<file path="src/hw/rtl/tpmrd_pkg.sv">
// types, constants and helper functions for the touch point filter
// no dependencies; used by every other file of the block but tpmrd_chan_if
package tpmrd_pkg;

  localparam int COORD_W           = 16;
  localparam int DEADZONE_W        = 8;
  localparam int CFG_DATA_W        = 16;
  localparam int REG_IDX_W         = 3;
  localparam int NUM_INPUT_SAMPLES = 3;

  localparam int QUEUE_DEPTH = 2;
  localparam int QUEUE_PTR_W = (QUEUE_DEPTH > 1) ? $clog2(QUEUE_DEPTH) : 1;
  localparam int QUEUE_CNT_W = $clog2(QUEUE_DEPTH + 1);

  typedef logic [COORD_W-1:0]    coord_t;
  typedef logic [DEADZONE_W-1:0] deadzone_t;

  typedef enum logic [REG_IDX_W-1:0] {
    REG_PANEL_WIDTH  = 3'd0,
    REG_PANEL_HEIGHT = 3'd1,
    REG_ROTATION     = 3'd2,
    REG_SWAP_AXES    = 3'd3,
    REG_INVERT_X     = 3'd4,
    REG_INVERT_Y     = 3'd5,
    REG_DEADZONE     = 3'd6
  } reg_index_t;

  typedef enum logic [1:0] {
    ROT_0   = 2'd0,
    ROT_90  = 2'd1,
    ROT_180 = 2'd2,
    ROT_270 = 2'd3
  } rot_t;

  localparam int        RESET_PANEL_WIDTH  = 240;
  localparam int        RESET_PANEL_HEIGHT = 240;
  localparam coord_t    RESET_WM1          = coord_t'(RESET_PANEL_WIDTH - 1);
  localparam coord_t    RESET_HM1          = coord_t'(RESET_PANEL_HEIGHT - 1);
  localparam deadzone_t RESET_DEADZONE     = deadzone_t'(4);

  // one poll burst
  typedef struct packed {
    logic   hit_a;
    coord_t raw_x_a;
    coord_t raw_y_a;
    logic   hit_b;
    coord_t raw_x_b;
    coord_t raw_y_b;
    logic   hit_c;
    coord_t raw_x_c;
    coord_t raw_y_c;
  } burst_t;

  // one filtered result
  typedef struct packed {
    logic   pressed;
    coord_t point_x;
    coord_t point_y;
  } point_t;

  // configuration write
  typedef struct packed {
    logic [REG_IDX_W-1:0]  reg_index;
    logic [CFG_DATA_W-1:0] wdata;
  } cfg_write_t;

  // live configuration, panel sizes kept as size minus one
  typedef struct packed {
    coord_t    wm1;
    coord_t    hm1;
    rot_t      rotation;
    logic      swap_axes;
    logic      invert_x;
    logic      invert_y;
    deadzone_t deadzone;
  } cfg_t;

  // classified burst held between front and back
  typedef struct packed {
    logic   pressed;
    coord_t med_x;
    coord_t med_y;
  } median_t;

  typedef struct packed {
    logic    push;
    median_t entry;
  } queue_wr_t;

  typedef struct packed {
    logic full;
    logic empty;
  } queue_stat_t;

  function automatic coord_t max2(input coord_t a, input coord_t b);
    return (a > b) ? a : b;
  endfunction

  function automatic coord_t min2(input coord_t a, input coord_t b);
    return (a < b) ? a : b;
  endfunction

  function automatic coord_t median3(input coord_t a, input coord_t b, input coord_t c);
    return max2(min2(a, b), min2(max2(a, b), c));
  endfunction

endpackage

</file>
<file path="src/hw/rtl/tpmrd_queue.sv">
// short fifo of classified bursts between front and back
// depends on tpmrd_pkg
module tpmrd_queue (
  input  logic                   clk,
  input  logic                   rst,
  input  tpmrd_pkg::queue_wr_t   wr,
  input  logic                   pop,
  output tpmrd_pkg::queue_stat_t stat,
  output tpmrd_pkg::median_t     head
);

  localparam logic [tpmrd_pkg::QUEUE_PTR_W-1:0] LAST_PTR =
    tpmrd_pkg::QUEUE_PTR_W'(tpmrd_pkg::QUEUE_DEPTH - 1);
  localparam logic [tpmrd_pkg::QUEUE_CNT_W-1:0] FULL_CNT =
    tpmrd_pkg::QUEUE_CNT_W'(tpmrd_pkg::QUEUE_DEPTH);

  tpmrd_pkg::median_t mem [tpmrd_pkg::QUEUE_DEPTH];
  logic [tpmrd_pkg::QUEUE_PTR_W-1:0] wr_ptr;
  logic [tpmrd_pkg::QUEUE_PTR_W-1:0] rd_ptr;
  logic [tpmrd_pkg::QUEUE_CNT_W-1:0] count;

  always_ff @(posedge clk) begin
    if (wr.push) begin
      mem[wr_ptr] <= wr.entry;
    end
  end

  always_ff @(posedge clk) begin
    if (rst) begin
      wr_ptr <= '0;
      rd_ptr <= '0;
      count  <= '0;
    end else begin
      if (wr.push) begin
        wr_ptr <= (wr_ptr == LAST_PTR) ? '0 : wr_ptr + 1'b1;
      end
      if (pop) begin
        rd_ptr <= (rd_ptr == LAST_PTR) ? '0 : rd_ptr + 1'b1;
      end
      if (wr.push && !pop) begin
        count <= count + 1'b1;
      end else if (pop && !wr.push) begin
        count <= count - 1'b1;
      end
    end
  end

  assign stat.full  = (count == FULL_CNT);
  assign stat.empty = (count == '0);
  assign head       = mem[rd_ptr];

endmodule

</file>
<file path="config.mk">
export PLATFORM = sky130hd
export DESIGN_NAME = tpmrd_queue
export DESIGN_NICKNAME = d
export VERILOG_FILES = /design/src/hw/rtl/tpmrd_pkg.sv /design/src/hw/rtl/tpmrd_queue.sv
export SDC_FILE = /design/constraint.sdc
export NUM_CORES = 1
export LEC_CHECK = 0
export BUFFER_PORTS_ARGS = -buffer_cell sky130_fd_sc_hd__clkbuf_2
export CAP_MARGIN = 20
export CORE_MARGIN = 3
export CORE_UTILIZATION = 55
export DETAILED_ROUTE_END_ITERATION = 7
export PLACE_DENSITY = 0.86
export SYNTH_ARGS = -nofsm -noshare
export SYNTH_HDL_FRONTEND = slang
export SYNTH_SLANG_ARGS = --single-unit
</file>
<file path="constraint.sdc">
create_clock -name clk -period 5.2 [get_ports clk]
set_input_delay 0.52 -clock clk [delete_from_list [all_inputs] [get_ports clk]]
set_output_delay 0.52 -clock clk [all_outputs]
set_load 0.01 [all_outputs]
</file>
### Word-level counts from Yosys, hierarchy flattened

Memory sizes are Yosys's and may differ from the RTL's. A register that Yosys moved wholly into a read port is not among the register bits.
Index checks and enable logic that the tools add are counted.

| storage, ports and cells | value |
|---|---|
| latch bits | 0 |
| memory bits (writable) | 66 |
| word-level logic and storage cells | 23 |
| output and inout port bits | 35 |
| memories kept | 1 |
| memory bits (read-only) | 0 |
| input bits | 37 |
| bits in registers | 4 |

| cells by class | value |
|---|---|
| order comparisons | 0 |
| multipliers | 0 |
| equal/unequal tests | 1 |
| mux-type cells | 8 |
| reductions and logical operators | 6 |
| shift operators | 0 |
| div/mod/pow operators | 0 |
| add/sub/neg operators | 4 |
| bitwise logic cells | 0 |

Memory list:

| memory | depth | width | read ports | clocked after Yosys merged registers in | write ports | line | source |
|---|---|---|---|---|---|---|---|
| mem | 2 | 33 | 1 | 1 | 1 | tpmrd_queue.sv:17 | `tpmrd_pkg::median_t mem [tpmrd_pkg::QUEUE_DEPTH];` |

Operators by type and width:

| operator | number |
|---|---|
| 1-bit 2-to-1 mux | 6 |
| 2-bit 2-to-1 mux | 2 |
| 1-bit adder, second input constant | 2 |
| 2-bit by 1-bit adder with 2-bit output, second input constant | 1 |
| 2-bit == test, second input constant | 1 |
| 1-bit logical AND | 2 |
| 1-bit logical NOT | 2 |
| 2-bit logical NOT | 1 |
| 2-bit nonzero test | 1 |
| 2-bit by 1-bit subtractor with 2-bit output, second input constant | 1 |

### Longest topological paths before layout

| depth | value |
|---|---|
| word-level depth | 4 |
| mapped depth | 5 |
| mapped depth without buffers | 5 |

### Worst setup path after synthesis

Ideal clock, no wire load.

| timing | value |
|---|---|
| kind | input -> register |
| start point | input wr[33] (netlist bit) |
| end point | memory mem[0][0] (netlist bit), enable pin |
| buffers on the path | 0 |
| data arrival time | 2.010 ns |
| path slack | 2.763 ns |
| stages | 1 |
| data required time | 4.773 ns |
| library setup time | 0.427 ns |
| cells stage by stage | nor2b_1 |

| between the ends | value |
|---|---|
| word-level cells in the longest chain between the ends | 2 |

Ends and longest elaborated chain:

| item | line | source |
|---|---|---|
| start: declaration | tpmrd_queue.sv:6 | `input tpmrd_pkg::queue_wr_t wr,` |
| 1-bit 2-to-1 mux | tpmrd_queue.sv:23 | `if (wr.push) begin` |
| 1-bit 2-to-1 mux (implied by the code) | tpmrd_queue.sv:24 | `mem[wr_ptr] <= wr.entry;` |
| end: declaration | tpmrd_queue.sv:17 |  |

No other way between the ends.

==> flow_summary.toml <==
[detailed_routing]
wirelength_met1_um = 1614
ant_nets = 0
wl_met2_um = 2432
vias = 1339
wl_per_cell_um = 16.52
met3RoutedLength_um = 222
top_layer_used = "met4"
wl_um = 4328
dr.pass1.iters = 4
viasPerCell = 5.111
dr.first_iter.drc_count = 90
drc = 0

[synthesis]
synth_ff_type = "edfxtp_1"
synth_edf_count = 66
synth-warning-count = 0
syn-mean-instance-area_um2 = 20.65
syn-num-nets = 163
synth_top_area_share_pct = 76.78
ys_types = 15
async_flop_share_pct = 0
synth.area.top_cells = "edfxtp_1, mux2_2, dfxtp_1"
synth_area_um2 = 2581
yosysSeqAreaShare_pct = 80.66
ys_seq_elements = 71
synthCells = 125
yosysTopAreaCell = "edfxtp_1"

[timing]
max_slew_margin_pct = 37.90
rsz0062_at_grt = "no"
min_period_ns = 2.140
fin_setup_tns_ns = 0
hold_viol_final = 0
setup_viol = 0
fin_crit_sh_pct = 41.15
worst_pin_slew_ns = 0.9295
final.setup_skew_ns = 0.005429
drv_slew = 0
fmax_mhz = 467.3

[cts]
post-cts-setup-buffers = 0
cts.sinks = 71
cts_tree = "yes"
cts_resized = 0
clk_pin_slew_worst_paths_ns = 0.07
cts_max_path_buffers = 2
cts-buffers-inserted = 9
htreeDepth = 3
clkLatencyLatePin_ns = 0.33
cts_hold_buf = 0
root_buffer = "clkbuf_8"

[global_routing]
grt_use_total_pct = 16.71
grt_max_degree = 34
grt_pass1_vias = 1419
antenna_found_initial = 0
grt.overflow.total = 0
grt_pass1_wl_um = 6513

[hold_path]
hold_path_class = "in2reg"

[job]
cap_violations = 0

[cells_and_area]
drive_gt1_share_pct = 57.14
finalNetCount = 243
syn_to_final_growth_pct = 22.44
antenna_cells = 0
layout_commonest_cell = "clkbuf_2"
fin_util_pct = 71.11
final_cell_mix = "clkbuf_2, edfxtp_1, mux2_2"

[floorplanning]
rows = 24
dieArea_um2 = 5551
ios = 72
die_width_um = 74.51
initial_utilization_pct = 58.08
die-height_um = 74.51
core_area_um2 = 4444

[setup_path]
crit_type = "reg2out"
r2r_end = "mem[1][13]"
start_kind = "flop"
worst_r2r_path_depth = 2
r2r_slack_ns = 3.57
arrival_ns = 1.62
regToRegStartpoint = "wr_ptr"
crit_path_end_kind = "output pin"
worstSetupEndpoint = "head[21]"
required_ns = 4.68
crit_fanout = 31

[placed_design]
hpwlAfterDp_um = 3031
place.gp.congestion = 0.6701
numPortBuffers = 71

[pwr]
power_density_nw_per_um2 = 368.8
p_leak_nw = 1.226
vdd_drop_max_uv = 194.9

[status]
status = "finished clean"
==> state kept, by name, indices dropped and copies added (netlist names), named ones only <==
register	count
wr_ptr	1
mem	66
count	2
rd_ptr	1
==> metal layers <==
| metal | vias to the layer above | GRT usage [%] |
|---|---|---|
| li1 | 640 | - |
| met1 | 655 | 17.33 |
| met2 | 38 | 29.27 |
| met3 | 6 | 6.757 |
| met4 | 0 | 8.103 |
| met5 | - | 0 |
==> power by group <==
group | internal, mW | total [mW] | switching [mW]
registers | 0.665 | 0.676 | 0.0113
clock network | 0.168 | 0.349 | 0.181
logic | 0.0661 | 0.140 | 0.0740
total | 0.899 | 1.17 | 0.266
==> cells by family after synthesis <==
family | count (synthesis) | share of synthesized area [%]
xor gates and xnor gates | 4 | 1.357
buffers and inverters | 5 | 0.9209
DFF | 71 | 80.66
muxes | 33 | 14.40
and+or+nand+nor | 9 | 1.794
AOI/OAI and AO/OA | 2 | 0.3874
adders and majority gates | 1 | 0.4847
==> synth_stat cells, drive strengths merged, types with 2 or more instances <==
library cell	instances
dfxtp	5
buf	4
nor2	5
mux2	33
xnor2	2
edfxtp	66
xor2	2
==> critical path: stages, from the launching register on <==
cell	delay, ns
dfxtp_1	0.36
buf_4	0.38
mux2_2	0.40
clkbuf_2	0.13
==> through the flow <==
step | instance area [um^2] | total power, mW | std cells | hold slack, ns | setup slack, ns
after global placement | 3004 | 0.8216 | 246 | 0.4771 | 3.380
final | 3161 | 1.165 | 262 | 0.3751 | 3.060
after detailed placement | 3004 | 0.8311 | 246 | 0.5137 | 3.324
after CTS | 3161 | 1.176 | 262 | 0.3613 | 3.041
after global routing | 3161 | 1.215 | 262 | 0.3534 | 2.941
after floorplan | 2581 | 0.7673 | 125 | 0.4614 | 2.763
==> layout make-up <==
type	count	area [um^2]
Sequential cell	71	2082
Fill cell	295	1284
Multi-Input combinational cell	49	483.0
Timing Repair Buffer	73	370.4
Clock buffer	11	131.4
Tap cell	52	65.06
Clock inverter	5	25.02
Inverter	1	3.754
==> worst min-delay path by stage <==
stage	startpoint	endpoint	cells after the start
floorplan	count[1]	count[1]	2
global placement	count[1]	count[1]	2
detailed placement	count[1]	count[1]	2
CTS	wr[28]	mem[0][28]	1
global route	wr[28]	mem[1][28]	1
finish	wr[9]	mem[1][9]	1
(Power assumes the default switching activity.)
