File: config.mk
export PLATFORM = sky130hd
export DESIGN_NAME = tpmrd_back_flat
export DESIGN_NICKNAME = d
export VERILOG_FILES = /design/src/hw/rtl/tpmrd_pkg.sv /design/src/hw/rtl/tpmrd_chan_if.sv /design/src/hw/rtl/tpmrd_back.sv /design/src/flat_wrapper.sv
export SDC_FILE = /design/constraint.sdc
export NUM_CORES = 1
export LEC_CHECK = 0
export BUFFER_PORTS_ARGS = -buffer_cell sky130_fd_sc_hd__clkbuf_2
export CAP_MARGIN = 15
export CORE_UTILIZATION = 65
export CTS_CLUSTER_DIAMETER = 100
export DETAILED_ROUTE_END_ITERATION = 7
export PLACE_DENSITY_LB_ADDON = 0.2
export SETUP_SLACK_MARGIN = 0.3
export SYNTH_ARGS = -nofsm -noshare
export SYNTH_HDL_FRONTEND = slang
export SYNTH_SLANG_ARGS = --single-unit
export TNS_END_PERCENT = 30
File: constraint.sdc
create_clock -name clk -period 19.63 [get_ports clk]
set_clock_uncertainty 0.15 [all_clocks]
set_input_delay 5.889 -clock clk [delete_from_list [all_inputs] [get_ports clk]]
set_output_delay 5.889 -clock clk [all_outputs]
set_load 0.005 [all_outputs]
File: src/hw/rtl/tpmrd_pkg.sv
// types, constants and helper functions for the touch point filter
// no dependencies; used by every other file of the block but tpmrd_chan_if
package tpmrd_pkg;

  localparam int COORD_W           = 16;
  localparam int DEADZONE_W        = 8;
  localparam int CFG_DATA_W        = 16;
  localparam int REG_IDX_W         = 3;
  localparam int NUM_INPUT_SAMPLES = 3;

  localparam int QUEUE_DEPTH = 2;
  localparam int QUEUE_PTR_W = (QUEUE_DEPTH > 1) ? $clog2(QUEUE_DEPTH) : 1;
  localparam int QUEUE_CNT_W = $clog2(QUEUE_DEPTH + 1);

  typedef logic [COORD_W-1:0]    coord_t;
  typedef logic [DEADZONE_W-1:0] deadzone_t;

  typedef enum logic [REG_IDX_W-1:0] {
    REG_PANEL_WIDTH  = 3'd0,
    REG_PANEL_HEIGHT = 3'd1,
    REG_ROTATION     = 3'd2,
    REG_SWAP_AXES    = 3'd3,
    REG_INVERT_X     = 3'd4,
    REG_INVERT_Y     = 3'd5,
    REG_DEADZONE     = 3'd6
  } reg_index_t;

  typedef enum logic [1:0] {
    ROT_0   = 2'd0,
    ROT_90  = 2'd1,
    ROT_180 = 2'd2,
    ROT_270 = 2'd3
  } rot_t;

  localparam int        RESET_PANEL_WIDTH  = 240;
  localparam int        RESET_PANEL_HEIGHT = 240;
  localparam coord_t    RESET_WM1          = coord_t'(RESET_PANEL_WIDTH - 1);
  localparam coord_t    RESET_HM1          = coord_t'(RESET_PANEL_HEIGHT - 1);
  localparam deadzone_t RESET_DEADZONE     = deadzone_t'(4);

  // one poll burst
  typedef struct packed {
    logic   hit_a;
    coord_t raw_x_a;
    coord_t raw_y_a;
    logic   hit_b;
    coord_t raw_x_b;
    coord_t raw_y_b;
    logic   hit_c;
    coord_t raw_x_c;
    coord_t raw_y_c;
  } burst_t;

  // one filtered result
  typedef struct packed {
    logic   pressed;
    coord_t point_x;
    coord_t point_y;
  } point_t;

  // configuration write
  typedef struct packed {
    logic [REG_IDX_W-1:0]  reg_index;
    logic [CFG_DATA_W-1:0] wdata;
  } cfg_write_t;

  // live configuration, panel sizes kept as size minus one
  typedef struct packed {
    coord_t    wm1;
    coord_t    hm1;
    rot_t      rotation;
    logic      swap_axes;
    logic      invert_x;
    logic      invert_y;
    deadzone_t deadzone;
  } cfg_t;

  // classified burst held between front and back
  typedef struct packed {
    logic   pressed;
    coord_t med_x;
    coord_t med_y;
  } median_t;

  typedef struct packed {
    logic    push;
    median_t entry;
  } queue_wr_t;

  typedef struct packed {
    logic full;
    logic empty;
  } queue_stat_t;

  function automatic coord_t max2(input coord_t a, input coord_t b);
    return (a > b) ? a : b;
  endfunction

  function automatic coord_t min2(input coord_t a, input coord_t b);
    return (a < b) ? a : b;
  endfunction

  function automatic coord_t median3(input coord_t a, input coord_t b, input coord_t c);
    return max2(min2(a, b), min2(max2(a, b), c));
  endfunction

endpackage

File: src/hw/rtl/tpmrd_chan_if.sv
// valid/ready channel carrying one payload per transaction
// payload type comes from tpmrd_pkg at the point of instantiation
interface tpmrd_chan_if #(
  parameter type payload_t = logic
);
  logic     valid;
  logic     ready;
  payload_t data;

  modport source (output valid, output data, input ready);
  modport sink   (input valid, input data, output ready);
endinterface

File: src/hw/rtl/tpmrd_back.sv
// back end: orientation, deadzone hold, held point and result register
// depends on tpmrd_pkg and tpmrd_chan_if
module tpmrd_back (
  input  logic                   clk,
  input  logic                   rst,
  input  tpmrd_pkg::cfg_t        cfg,
  input  tpmrd_pkg::median_t     head,
  input  tpmrd_pkg::queue_stat_t stat,
  output logic                   pop,
  tpmrd_chan_if.source           point
);

  tpmrd_pkg::coord_t prev_x;
  tpmrd_pkg::coord_t prev_y;
  logic              seen_touch;

  tpmrd_pkg::coord_t rot_x, rot_y;
  tpmrd_pkg::coord_t sw_x, sw_y;
  tpmrd_pkg::coord_t fin_x, fin_y;
  tpmrd_pkg::coord_t dx, dy;
  logic              hold;
  tpmrd_pkg::point_t result;

  assign pop = !stat.empty && (!point.valid || point.ready);

  always_comb begin
    case (cfg.rotation)
      tpmrd_pkg::ROT_0: begin
        rot_x = head.med_x;
        rot_y = head.med_y;
      end
      tpmrd_pkg::ROT_90: begin
        rot_x = cfg.hm1 - head.med_y;
        rot_y = head.med_x;
      end
      tpmrd_pkg::ROT_180: begin
        rot_x = cfg.wm1 - head.med_x;
        rot_y = cfg.hm1 - head.med_y;
      end
      tpmrd_pkg::ROT_270: begin
        rot_x = head.med_y;
        rot_y = cfg.wm1 - head.med_x;
      end
      default: begin
        rot_x = head.med_x;
        rot_y = head.med_y;
      end
    endcase
    sw_x  = cfg.swap_axes ? rot_y : rot_x;
    sw_y  = cfg.swap_axes ? rot_x : rot_y;
    fin_x = cfg.invert_x ? cfg.wm1 - sw_x : sw_x;
    fin_y = cfg.invert_y ? cfg.hm1 - sw_y : sw_y;
    dx    = (fin_x > prev_x) ? fin_x - prev_x : prev_x - fin_x;
    dy    = (fin_y > prev_y) ? fin_y - prev_y : prev_y - fin_y;
    hold  = seen_touch &&
            (dx <= tpmrd_pkg::COORD_W'(cfg.deadzone)) &&
            (dy <= tpmrd_pkg::COORD_W'(cfg.deadzone));
    result.pressed = head.pressed;
    if (!head.pressed || hold) begin
      result.point_x = prev_x;
      result.point_y = prev_y;
    end else begin
      result.point_x = fin_x;
      result.point_y = fin_y;
    end
  end

  always_ff @(posedge clk) begin
    if (pop) begin
      point.data <= result;
    end
  end

  always_ff @(posedge clk) begin
    if (rst) begin
      point.valid <= 1'b0;
      prev_x      <= '0;
      prev_y      <= '0;
      seen_touch  <= 1'b0;
    end else begin
      if (pop) begin
        point.valid <= 1'b1;
      end else if (point.ready) begin
        point.valid <= 1'b0;
      end
      if (pop && head.pressed) begin
        prev_x     <= result.point_x;
        prev_y     <= result.point_y;
        seen_touch <= 1'b1;
      end
    end
  end

`ifndef SYNTHESIS
  // a release reports the held point unchanged
  a_release_holds: assert property (@(posedge clk) disable iff (rst)
    pop && !head.pressed |=> !point.data.pressed &&
      point.data.point_x == $past(prev_x) && point.data.point_y == $past(prev_y))
    else $error("release did not report the held point");

  // the touch mark is sticky outside reset
  a_seen_sticky: assert property (@(posedge clk) disable iff (rst)
    !$past(rst) |-> !$fell(seen_touch))
    else $error("touch mark cleared without reset");

  // every popped burst lands in the result register
  a_pop_lands: assert property (@(posedge clk) disable iff (rst)
    pop |=> point.valid)
    else $error("popped burst produced no result");

  // a pressed result always becomes the held point
  a_prev_tracks: assert property (@(posedge clk) disable iff (rst)
    pop && head.pressed |=> prev_x == point.data.point_x &&
      prev_y == point.data.point_y && seen_touch)
    else $error("held point does not follow the last pressed result");
`endif

endmodule

File: src/flat_wrapper.sv
// flat-port wrapper written by rule: the top's interface ports become plain ports
module tpmrd_back_flat 
  (clk, rst, cfg, head, stat, pop, point_valid, point_data, point_ready);
  tpmrd_chan_if point_i ();
  input  logic clk;
  input  logic rst;
  input  tpmrd_pkg::cfg_t cfg;
  input  tpmrd_pkg::median_t head;
  input  tpmrd_pkg::queue_stat_t stat;
  output logic pop;
  output wire logic [$bits(point_i.valid)-1:0] point_valid;
  output wire logic [$bits(point_i.data)-1:0] point_data;
  input wire logic [$bits(point_i.ready)-1:0] point_ready;
  assign point_valid = point_i.valid;
  assign point_data = point_i.data;
  assign point_i.ready = point_ready;
  tpmrd_back u_core (.clk(clk), .rst(rst), .cfg(cfg), .head(head), .stat(stat), .pop(pop), .point(point_i));
endmodule
Yosys cells after proc, flatten, opt, wreduce, memory -nomap -nowiden
Index checks and enable logic that the tools add are counted.
W data, S select, Z words.
{ "totals": {"regBits": 35, "inputBits": 83, "word_cells": 45} }
{ "classes": {"n_addsub": 8, "order_cmp": 4, "n_eq_ne": 3, "n_mux": 11, "bitwise_logic": 1, "n_reduce_logical": 12} }
{ "ops": {"columns": ["cell", "count"], "rows": [
  ["$pmux W16 S4", 2],
  ["$sub A16 B16 Y16", 8],
  ["$mux W16", 6],
  ["$gt A16 B16 Y1", 2],
  ["$le A16 B8 Y1", 2],
  ["$eq A2 B2 Y1 const B", 2],
  ["$logic_and A1 B1 Y1", 4],
  ["$logic_not A1 Y1", 3],
  ["$mux W1", 3],
  ["$eq A2 B1 Y1 const B", 1],
  ["$logic_not A2 Y1", 1],
  ["$logic_or A1 B1 Y1", 2],
  ["$reduce_and A2 Y1", 1],
  ["$reduce_bool A2 Y1", 1],
  ["$not A1 Y1", 1]
]} }

Longest topological paths before layout
Gate-level depths: netlist (run 1).
{ "depth": {"depth_word": 13, "mapped_depth": 44, "mapped_depth_nobuf": 40} }

Worst setup path after synthesis (run 1)
OpenSTA, ideal clock, no wires.
{ "synth_path": {"path_type": "input-to-reg", "start": "input port cfg[12] (netlist bit)", "end": "register u_core.point.data, data pin", "setup_time_ns": 0.261, "arrival_ns": 13.998, "required_time_ns": 19.219, "path_slack_ns": 5.221, "cell_stages": 38, "n_path_buf": 6, "cell_sequence": "clkbuf_1 -> clkbuf_1 -> buf_1 -> mux4_2 -> o21ai_0 -> ha_1 -> inv_1 -> fa_1 -> a211oi_1 -> o21bai_1 -> a31o_2 -> a41o_1 -> o41ai_1 -> mux2i_1 -> o41ai_1 -> o221a_2 -> inv_1 -> ha_1 -> [2 not listed] -> a211o_1 -> a21oi_2 -> clkbuf_1 -> mux2i_1 -> nand2_1 -> xor2_1 -> ha_1 -> nand2_1 -> o21ai_0 -> nor4b_1 -> o21ai_0 -> nor4_1 -> o2111ai_1 -> o31a_1 -> buf_6 -> buf_2 -> nand2_1 -> o21ai_0"} }
{ "synth_lines": {"columns": ["element", "line_no", "text"], "rows": [
  ["start: declaration", "flat_wrapper.sv:7", "input tpmrd_pkg::cfg_t cfg;"],
  ["end signal: assignment", "tpmrd_back.sv:70", "point.data <= result;"],
  ["end: declaration", "tpmrd_chan_if.sv:10", "modport source (output valid, output data, input ready);"]
]} }

Worst setup path after layout (run 1)
{ "layout_path": {"start": "input port cfg[13] (netlist bit)", "end": "register u_core.prev_x[6]"} }
{ "layout_between": {"elab_chain_len": 13} }
{ "layout_lines": {"columns": ["element", "line_no", "text"], "rows": [
  ["$sub A16 B16 Y16 (*)", "tpmrd_back.sv:33, tpmrd_back.sv:38", null],
  ["$pmux W16 S4", "tpmrd_back.sv:27", "case (cfg.rotation)"],
  ["$mux W16 (*)", "tpmrd_back.sv:49", "sw_x = cfg.swap_axes ? rot_y : rot_x;"],
  ["$sub A16 B16 Y16", "tpmrd_back.sv:51", "fin_x = cfg.invert_x ? cfg.wm1 - sw_x : sw_x;"],
  ["$mux W16 (*)", "tpmrd_back.sv:51", null],
  ["via u_core.fin_x[14]", "tpmrd_back.sv:19", "tpmrd_pkg::coord_t fin_x, fin_y;"],
  ["$sub A16 B16 Y16 or $gt A16 B16 Y1 (tied branches)", "tpmrd_back.sv:53", "dx = (fin_x > prev_x) ? fin_x - prev_x : prev_x - fin_x;"],
  ["$mux W16 (*)", "tpmrd_back.sv:53", null],
  ["$le A16 B8 Y1 (*)", "tpmrd_back.sv:56", "(dx <= tpmrd_pkg::COORD_W'(cfg.deadzone)) &&"],
  ["$logic_and A1 B1 Y1 (*)", "tpmrd_back.sv:55", "hold = seen_touch &&"],
  ["$logic_and A1 B1 Y1 (*)", "tpmrd_back.sv:56", null],
  ["$logic_or A1 B1 Y1 (*)", "tpmrd_back.sv:59", "if (!head.pressed || hold) begin"],
  ["$not A1 Y1 (no source line) (*)", null, null],
  ["$reduce_and A2 Y1 (no source line) (*)", null, null],
  ["end signal: assignment", "tpmrd_back.sv:87", "prev_x <= result.point_x;"],
  ["end: declaration", "tpmrd_back.sv:13", "tpmrd_pkg::coord_t prev_x;"]
]} }
The timed path passes the listed nets; every way through them passes the cells marked *.
A chain may end at the register's enable or synchronous reset.

==> run metrics, run 1 <==
Syn Inst Count 1300; die area 15200 um2; worst-path maximum fanout 24; Worst path max stage delay 0.76 ns; worst r2r dst u_core.prev_x[6]; Leak Pwr 0.00471 uW; Skew-Pair Late Insertion Delay 0.29 ns; sw frac 51.4%; Int Pwr 435 uW; Slew HR 40.9%; Setup crit end u_core.prev_x[6]; # port buffers 84; vias in the first global route 8928; final WL 24700 um; drt wl/cell 16.3 um; first-pass GRT wire length 40600 um; num rows 43; most frequent cells in the layout ha_1 (140), inv_1 (135), a21oi_1 (135); combinational power share 81.4%; Netlist cell types 85; R2R depth 20; Psw 460 uW; drt pass-1 iters 5; Reg area 711 um2; area of the multi-input gates 8040 um2; die height 123 um; worst slew pin tran 0.887 ns; Yosys warnings 0; fin crit period 16.18 ns; FMAX 0.0618 GHz; routed via count 9571; Critical path buffers and inverters 4; cts bufs inserted 5; clk buf depth 2; post-CTS sizing 0; Worst Setup SP cfg[13]; Die W 123 um; CTS Sinks 35; Clock Power Share 9.5%; Reg power frac 9.2%; CTS Root Cell clkbuf_16; post-route ant nets 0; RSZ-0062 raised after global routing false; Worst Hold Margin 0.349 ns; IO Pins 86; Cell Area, Synth 9560 um2; status finished clean; area grow syn2layout 5.64%; worst min-delay path class reg -> reg; core outline area 14100 um2; Post CTS Setup Buffer Count 0; max-slew violations 0; All-Layer GR Usage 33.3%; starting density of the core 67.9%; slowest CP cell o31a_1; Register-to-Register Setup Slack 13.03 ns; FF+latch count, synth 35; critical path class in -> reg; Avg Cell Area, Syn 7.36 um2; final cell count without fillers 1513; Arr. time, crit path 16.21 ns; commonest non-fill, non-tap cell in the layout ha_1; Max-cap violations 0; dpl cells 1505; most used cell, CP ha_1; reg2reg start u_core.prev_x[0]; Vias/cell 6.33; Top delay family on crit path compound AO/OA/AOI/OAI gates; nets 1563; Hold Violations, Final 0; clk slew on worst S/H paths 0.05 ns; share of layout cells above drive strength 1 12.4%; n_diodes 0; FFs w/ async S/R, synth 0%; Starting DRT DRC Count 610; CP Launch Type primary input; Crit path depth 39; Fillers 1206; Final period util 82.4%; CTS tree done; GPL Wtd Cong 0.887; Max VDD drop 0.0432 mV; pwr dens 88.6 nW/um2; PnR worst setup slack 3.45 ns; Post-synth EDFFs 1; Post-Route Setup TNS 0 ns; CP Data Required Time 19.66 ns; pin count of the biggest net entering global routing 48; # hold bufs at CTS 0; antenna violations before repair 0; Residual DRC 0; syn nets 1531; predominant post-synthesis flop cell dfxtp_1; DP Worst Slack 3.28 ns; Overflow after GRT 0; Final setup viols 0; fin util 71.7%; Max H-tree Level 2; CP endpoint kind flip-flop; hpwl dp 20100 um; register area share after synthesis 7.43%
kinds of logic (layout without fill, tap and decap cells):
kind of cell,after synthesis,in the layout,synth area share (%)
flops,35,35,7.43
xor+xnor,67,67,6.28
simple gates,361,361,19.0
compound gates,427,427,29.1
buf+inv,199,232,8.48
mux,63,63,9.69
fa+ha+maj,148,148,20.0
worst register-to-register path, stage by stage (launching register included):
cell and delay, ns:
dfxtp_1 0.32, ha_1 0.21, fa_1 0.39, nand2b_1 0.18
a211o_1 0.34, a211o_1 0.31, a21oi_2 0.72, mux2_2 0.44
xnor2_1 0.13, ha_1 0.28, nand2_1 0.06, o21bai_1 0.15
a21oi_1 0.15, nor4b_1 0.06, o21ai_0 0.44, nor4_1 0.16
o2111ai_1 0.42, o31a_1 0.76, buf_4 0.39, a21oi_1 0.14
a311oi_1 0.30
Yosys cell counts, drive strengths merged (9+ instances only):
master / number / area share (%)
a21oi: 137 / 7.2
and3: 10 / 0.65
nor2: 78 / 3.1
nand2b: 21 / 1.4
o211ai: 13 / 1.1
clkbuf: 33 / 1.3
nand3: 39 / 2.0
mux4: 22 / 5.2
nand4: 11 / 0.78
a311oi: 13 / 1.3
xnor2: 32 / 2.9
o21a: 19 / 1.5
o21ai: 95 / 5.0
inv: 135 / 5.3
nor4: 11 / 0.78
o21bai: 9 / 0.71
nor3: 40 / 2.2
buf: 31 / 1.9
xor2: 34 / 3.1
ha: 140 / 18
nor2b: 15 / 0.98
or3: 17 / 1.1
a31oi: 9 / 0.59
mux2i: 27 / 2.8
a211oi: 21 / 1.8
a21o: 37 / 2.9
mux2: 14 / 1.7
dfxtp: 34 / 7.1
nand2: 91 / 3.6
flip-flops by register name (all words and copies together) (netlist names):
name                count
u_core.prev_x          16
u_core.point.data       1
u_core.point.valid      1
u_core.prev_y          16
u_core.seen_touch       1
layout make-up:
class,instances,share of cell area [%]
Clock inverter,1,0.0743
Timing Repair Buffer,89,4.53
Multi-Input combinational cell,1066,79.6
Tap cell,180,2.23
Inverter,135,5.02
Sequential cell,35,7.03
Clock buffer,7,1.51
metal layers:
layer	vias to the layer above	wire (um)	track usage, %
met2	305	11900	59.5
li1	4813	-	-
met5	-	0	0
met4	0	648	11.1
met3	45	1440	3.37
met1	4408	10700	41.5
worst min path at each step:
| stage | start | endpoint | slack (ns) | cells after the start |
|---|---|---|---|---|
| after floorplan | u_core.seen_touch | u_core.seen_touch | 0.30 | 2 |
| after global placement | u_core.prev_y[9] | u_core.prev_y[9] | 0.33 | 2 |
| after detailed placement | u_core.seen_touch | u_core.seen_touch | 0.34 | 2 |
| after CTS | u_core.prev_x[7] | u_core.prev_x[7] | 0.35 | 2 |
| after global routing | u_core.prev_x[7] | u_core.prev_x[7] | 0.37 | 2 |
| final | u_core.prev_y[11] | u_core.prev_y[11] | 0.35 | 2 |
metrics by stage:
stage / power, uW / instance area, um2
6_report: 896 / 10100
5_1_grt: 980 / 10100
3_5_place_dp: 800 / 9940
4_1_cts: 889 / 10100
2_1_floorplan: 663 / 9560
3_3_place_gp: 783 / 9940
power groups by stage:
stage | Combinational, uW | Clock [uW] | Sequential, uW
floorplan | 581 | 0 | 82.4
global placement | 700 | 0 | 83.0
detailed placement | 717 | 0 | 83.4
CTS | 721 | 86.1 | 81.9
global route | 808 | 89.3 | 82.9
finish | 729 | 84.9 | 82.0
No activity file was read; power rests on OpenSTA's default activity.
==> inputs of run 2 (changes only) <==
- CORE_UTILIZATION: 65 -> 57
- clock period: 19.63 -> 13.7 ns (I/O delays scaled with it)
==> run 2 against run 1 <==
- utilization is 7.7 points lower
- wire length is 1.8% higher
- via count is 0.18% lower
- setup slack got worse by 2.7 ns
- non-clock buffer count up 12
- hold slack worse by 0.0044 ns
- register-to-register slack worse by 4.7 ns
- critical path depth grew 2
- clock power is 60% higher
==> run metrics, run 2 (synthesis results as in run 1) <==
status finished clean; CTS Root Cell clkbuf_16; vias in the first global route 8942 (+0.16%); drt wl/cell 16.1 um (-1.4%); # port buffers 84 (unchanged); Overflow after GRT 0 (unchanged); CTS tree done; RSZ-0062 raised after global routing false; Register-to-Register Setup Slack 8.37 ns (-4.66 ns); clk buf depth 2 (unchanged); Leak Pwr 0.00479 uW (+1.8%); Worst path max stage delay 0.50 ns (-0.26 ns); FMAX 0.0775 GHz; area grow syn2layout 7.73%; post-route ant nets 0 (unchanged); Final period util 94.2%; # hold bufs at CTS 0 (unchanged); hpwl dp 20600 um (+2.5%); slowest CP cell mux4_2; critical path class in -> reg; Max H-tree Level 2 (unchanged); Arr. time, crit path 12.94 ns (-3.27 ns); DP Worst Slack 0.326 ns (-2.95 ns); IO Pins 86 (unchanged); GPL Wtd Cong 0.860 (-3.0%); Residual DRC 0 (unchanged); Die W 132 um (+6.7%); pwr dens 128 nW/um2 (+45%); first-pass GRT wire length 41400 um (+2.0%); max-slew violations 0 (unchanged); biggest regs u_core.prev_x: 16 flops, u_core.prev_y: 16 flops; commonest non-fill, non-tap cell in the layout ha_1; PnR worst setup slack 0.789 ns (-2.66 ns); most frequent cells in the layout ha_1 (140), inv_1 (135), a21oi_1 (135); core outline area 16100 um2 (+14%); share of layout cells above drive strength 1 13.7% (+1.3 points); Starting DRT DRC Count 507 (-17%); worst-path maximum fanout 21 (-13%); cts bufs inserted 5 (unchanged); nets 1575 (+0.77%); CTS Sinks 35 (unchanged); final WL 25200 um (+1.8%); All-Layer GR Usage 28.6% (-4.6 points); antenna violations before repair 0 (unchanged); most used cell, CP ha_1; Slew HR 43.7% (+2.8 points); Hold Violations, Final 0 (unchanged); Vias/cell 6.12 (-3.2%); routed via count 9554 (-0.18%); n_diodes 0 (unchanged); Fillers 1537 (+27%); Reg area 711 um2 (unchanged); num rows 46 (+7.0%); CP endpoint kind flip-flop; CP Launch Type primary input; Post-Route Setup TNS 0 ns (unchanged); Skew-Pair Late Insertion Delay 0.29 ns (about the same); Max-cap violations 0 (unchanged); Max VDD drop 0.0692 mV (+60%); area of the multi-input gates 8090 um2 (+0.64%); drt pass-1 iters 5 (unchanged); Final setup viols 0 (unchanged); worst min-delay path class reg -> reg; starting density of the core 59.3% (-8.5 points); die area 17300 um2 (+14%); CP Data Required Time 13.73 ns (-5.93 ns); pin count of the biggest net entering global routing 48 (unchanged); fin crit period 12.91 ns; worst slew pin tran 0.845 ns (-0.0423 ns); die height 132 um (+6.7%); clk slew on worst S/H paths 0.06 ns (about the same)
run 2: area by class of cell:
type                    count  area share [%]
clock buffers               6            1.35
multi-input cells        1066            78.6
inverters                 135            4.92
clock inverters             2           0.340
flip-flops and latches     35            6.90
well taps                 216            2.62
repair buffers            101            5.32
run 2: critical path, delay by kind of cell:
family | cells | cell delay (ns)
AOI/OAI and AO/OA | 17 | 3.71
adders and majority gates | 5 | 1.57
and+or+nand+nor | 7 | 1.27
muxes | 4 | 1.17
buffers and inverters | 6 | 0.80
xor gates and xnor gates | 2 | 0.30
run 2: final timing paths:
path | depth (start not counted) | startpoint | to
hold / removal | 2 | u_core.prev_x[0] | u_core.prev_x[0]
setup / recovery | 41 | cfg[13] | u_core.prev_x[12]
hold reg to reg | 2 | u_core.prev_x[0] | u_core.prev_x[0]
setup reg to reg | 21 | u_core.prev_x[0] | u_core.prev_x[12]
run 2: where the power goes:
| group | internal, uW | total, uW | switching [uW] |
|---|---|---|---|
| Clock | 90.5 | 136 | 45.3 |
| Combinational | 447 | 1070 | 621 |
| Sequential | 111 | 117 | 5.90 |
run 2: through the flow:
step                util (%)  instances  hold WS (ns)  power (uW)  area (um2)
floorplan                  -       1300         0.300         951        9560
global placement        62.5       1552         0.329        1140       10100
detailed placement      62.5       1552         0.339        1160       10100
CTS                     63.6       1560         0.347        1300       10200
global route            63.9       1561         0.375        1450       10300
finish                  63.9       1561         0.344        1320       10300
run 2: per-layer routing:
metal,GRT usage [%],part of all wire [%],vias up
li1,-,-,4837
met1,36.6,45,4419
met2,51.5,48,260
met3,1.54,4.4,38
met4,8.59,2.3,0
met5,0,0,-
run 2: repair_timing:
action,CTS,global route
setup buffers,0,1
setup endpoints to repair,0,33
resized for setup,0,11
hold endpoints to repair,0,0
==> inputs of run 3 (changes only) <==
- MAX_ROUTING_LAYER: unset -> met4
==> run 3 against run 2 <==
- first-iteration DRC count up 12%
- largest power group unchanged
- design area hardly changed
- wire length fell by 0.27%
==> run metrics, run 3 (synthesis results as in run 1) <==
post-route ant nets 0 (unchanged); final cell count without fillers 1560 (-0.064%); GPL Wtd Cong 0.888 (+3.2%); worst min-delay path class reg -> reg; Worst Setup SP cfg[13]; Max H-tree Level 2 (unchanged); first-pass GRT wire length 41000 um (-0.88%); Skew-Pair Late Insertion Delay 0.29 ns (about the same); Fillers 1482 (-3.6%); Worst Hold Endpoint u_core.prev_y[9]; Final period util 93.9% (-0.37 points); area grow syn2layout 7.64% (about the same); hold depth 2 (unchanged); Max-cap violations 0 (unchanged); clk buf depth 2 (unchanged); dpl cells 1552 (unchanged); Worst path max stage delay 0.51 ns (about the same); Starting DRT DRC Count 566 (+12%); biggest regs u_core.prev_x: 16 flops, u_core.prev_y: 16 flops; share of layout cells above drive strength 1 13.6% (-0.064 points); worst r2r dst u_core.prev_x[12]; num rows 46 (unchanged); fin util 63.9% (about the same); slowest CP cell mux4_2; most used cell, CP ha_1; max-slew violations 0 (unchanged); commonest non-fill, non-tap cell in the layout ha_1; Slew HR 41.9% (-1.8 points); status finished clean; Arr. time, crit path 12.90 ns (-0.04 ns); die area 17300 um2 (unchanged); # hold bufs at CTS 0 (unchanged); Post CTS Setup Buffer Count 0 (unchanged); post-CTS sizing 0 (unchanged); Crit path depth 41 (unchanged); # port buffers 84 (unchanged); drt wl/cell 16.1 um (-0.21%); core outline area 16100 um2 (unchanged); CP endpoint kind flip-flop; Die W 132 um (unchanged); hold_sp u_core.prev_y[9]; most frequent cells in the layout ha_1 (140), inv_1 (135), a21oi_1 (135); starting density of the core 59.3% (unchanged); nets 1574 (-0.063%); Top delay family on crit path compound AO/OA/AOI/OAI gates; CP Data Required Time 13.74 ns (about the same); Max VDD drop 0.0916 mV (+32%); cts bufs inserted 5 (unchanged); CTS Root Cell clkbuf_16; antenna violations before repair 0 (unchanged); pin count of the biggest net entering global routing 48 (unchanged); All-Layer GR Usage 29.2% (+0.57 points); Overflow after GRT 0 (unchanged); Reg area 711 um2 (unchanged); RSZ-0062 raised after global routing false; R2R depth 20 (-4.8%); pwr dens 128 nW/um2 (+0.17%); Residual DRC 0 (unchanged); IO Pins 86 (unchanged); CTS Sinks 35 (unchanged); routed via count 9617 (+0.66%); CTS tree done; Critical path buffers and inverters 6 (unchanged); final WL 25100 um (-0.27%); reg2reg start u_core.prev_y[0]; die height 132 um (unchanged); worst-path maximum fanout 21 (unchanged); clk slew on worst S/H paths 0.05 ns (about the same); Post-Route Setup TNS 0 ns (unchanged); Leak Pwr 0.00478 uW (-0.24%); critical path class in -> reg; Final setup viols 0 (unchanged); Hold Violations, Final 0 (unchanged); area of the multi-input gates 8090 um2 (about the same); Register-to-Register Setup Slack 8.46 ns (+0.09 ns); CP Launch Type primary input; vias in the first global route 8874 (-0.76%); worst slew pin tran 0.872 ns (+0.0269 ns); n_diodes 0 (unchanged); drt pass-1 iters 5 (unchanged); FMAX 0.0778 GHz (+0.39%); fin crit period 12.86 ns (-0.0500 ns); hpwl dp 20700 um (+0.31%); Vias/cell 6.16 (+0.72%)
run 3: changes by cell type in the layout (fill, tap and decap cells not counted):
cell	previous run	this run
buf_4	17	16
mux2i_1	27	26
mux2i_2	0	1
o31ai_1	6	7
o31ai_2	1	0
run 3: per-stage QoR:
stage | total power, uW | hold slack, ns | instance area [um2] | worst slack (ns)
CTS | 1300 | 0.346 | 10200 | 0.588
global route | 1440 | 0.361 | 10300 | 0.299
floorplan | 951 | 0.300 | 9560 | 1.07
global placement | 1140 | 0.329 | 10100 | 0.455
detailed placement | 1160 | 0.339 | 10100 | 0.315
finish | 1320 | 0.343 | 10300 | 0.839
run 3: worst min-delay path, cell delays in order (launching register included):
cell,delay (ns)
dfxtp_1,0.32
o21ai_0,0.07
a21oi_1,0.06
run 3: power breakdown:
group	leakage (uW)	total (uW)	switching (uW)	internal, uW
logic	0.00440	1070	622	447
registers	0.000289	117	5.69	111
clock network	0.0000868	136	45.4	90.4
total	0.00478	1320	674	649
run 3: routing by layer:
| metal | vias to the layer above | track usage (%) | part of all wire, % |
|---|---|---|---|
| met5 | - | - | 0 |
| met4 | 0 | 9.63 | 2.5 |
| met3 | 40 | 1.77 | 5.7 |
| met2 | 312 | 51.0 | 48 |
| met1 | 4432 | 35.7 | 44 |
| li1 | 4833 | - | - |
run 3: cell type report:
cell class	count	share of cell area (%)
repair buffers	100	5.25
clock buffers	6	1.35
inverters	135	4.92
flip-flops and latches	35	6.90
well taps	216	2.63
multi-input cells	1066	78.6
clock inverters	2	0.340
run 3: worst max path at each step:
stage                        endpoint
CTS                 u_core.prev_x[12]
global route        u_core.prev_x[12]
floorplan           u_core.point.data
detailed placement  u_core.prev_x[12]
finish              u_core.prev_x[12]
global placement    u_core.prev_x[12]
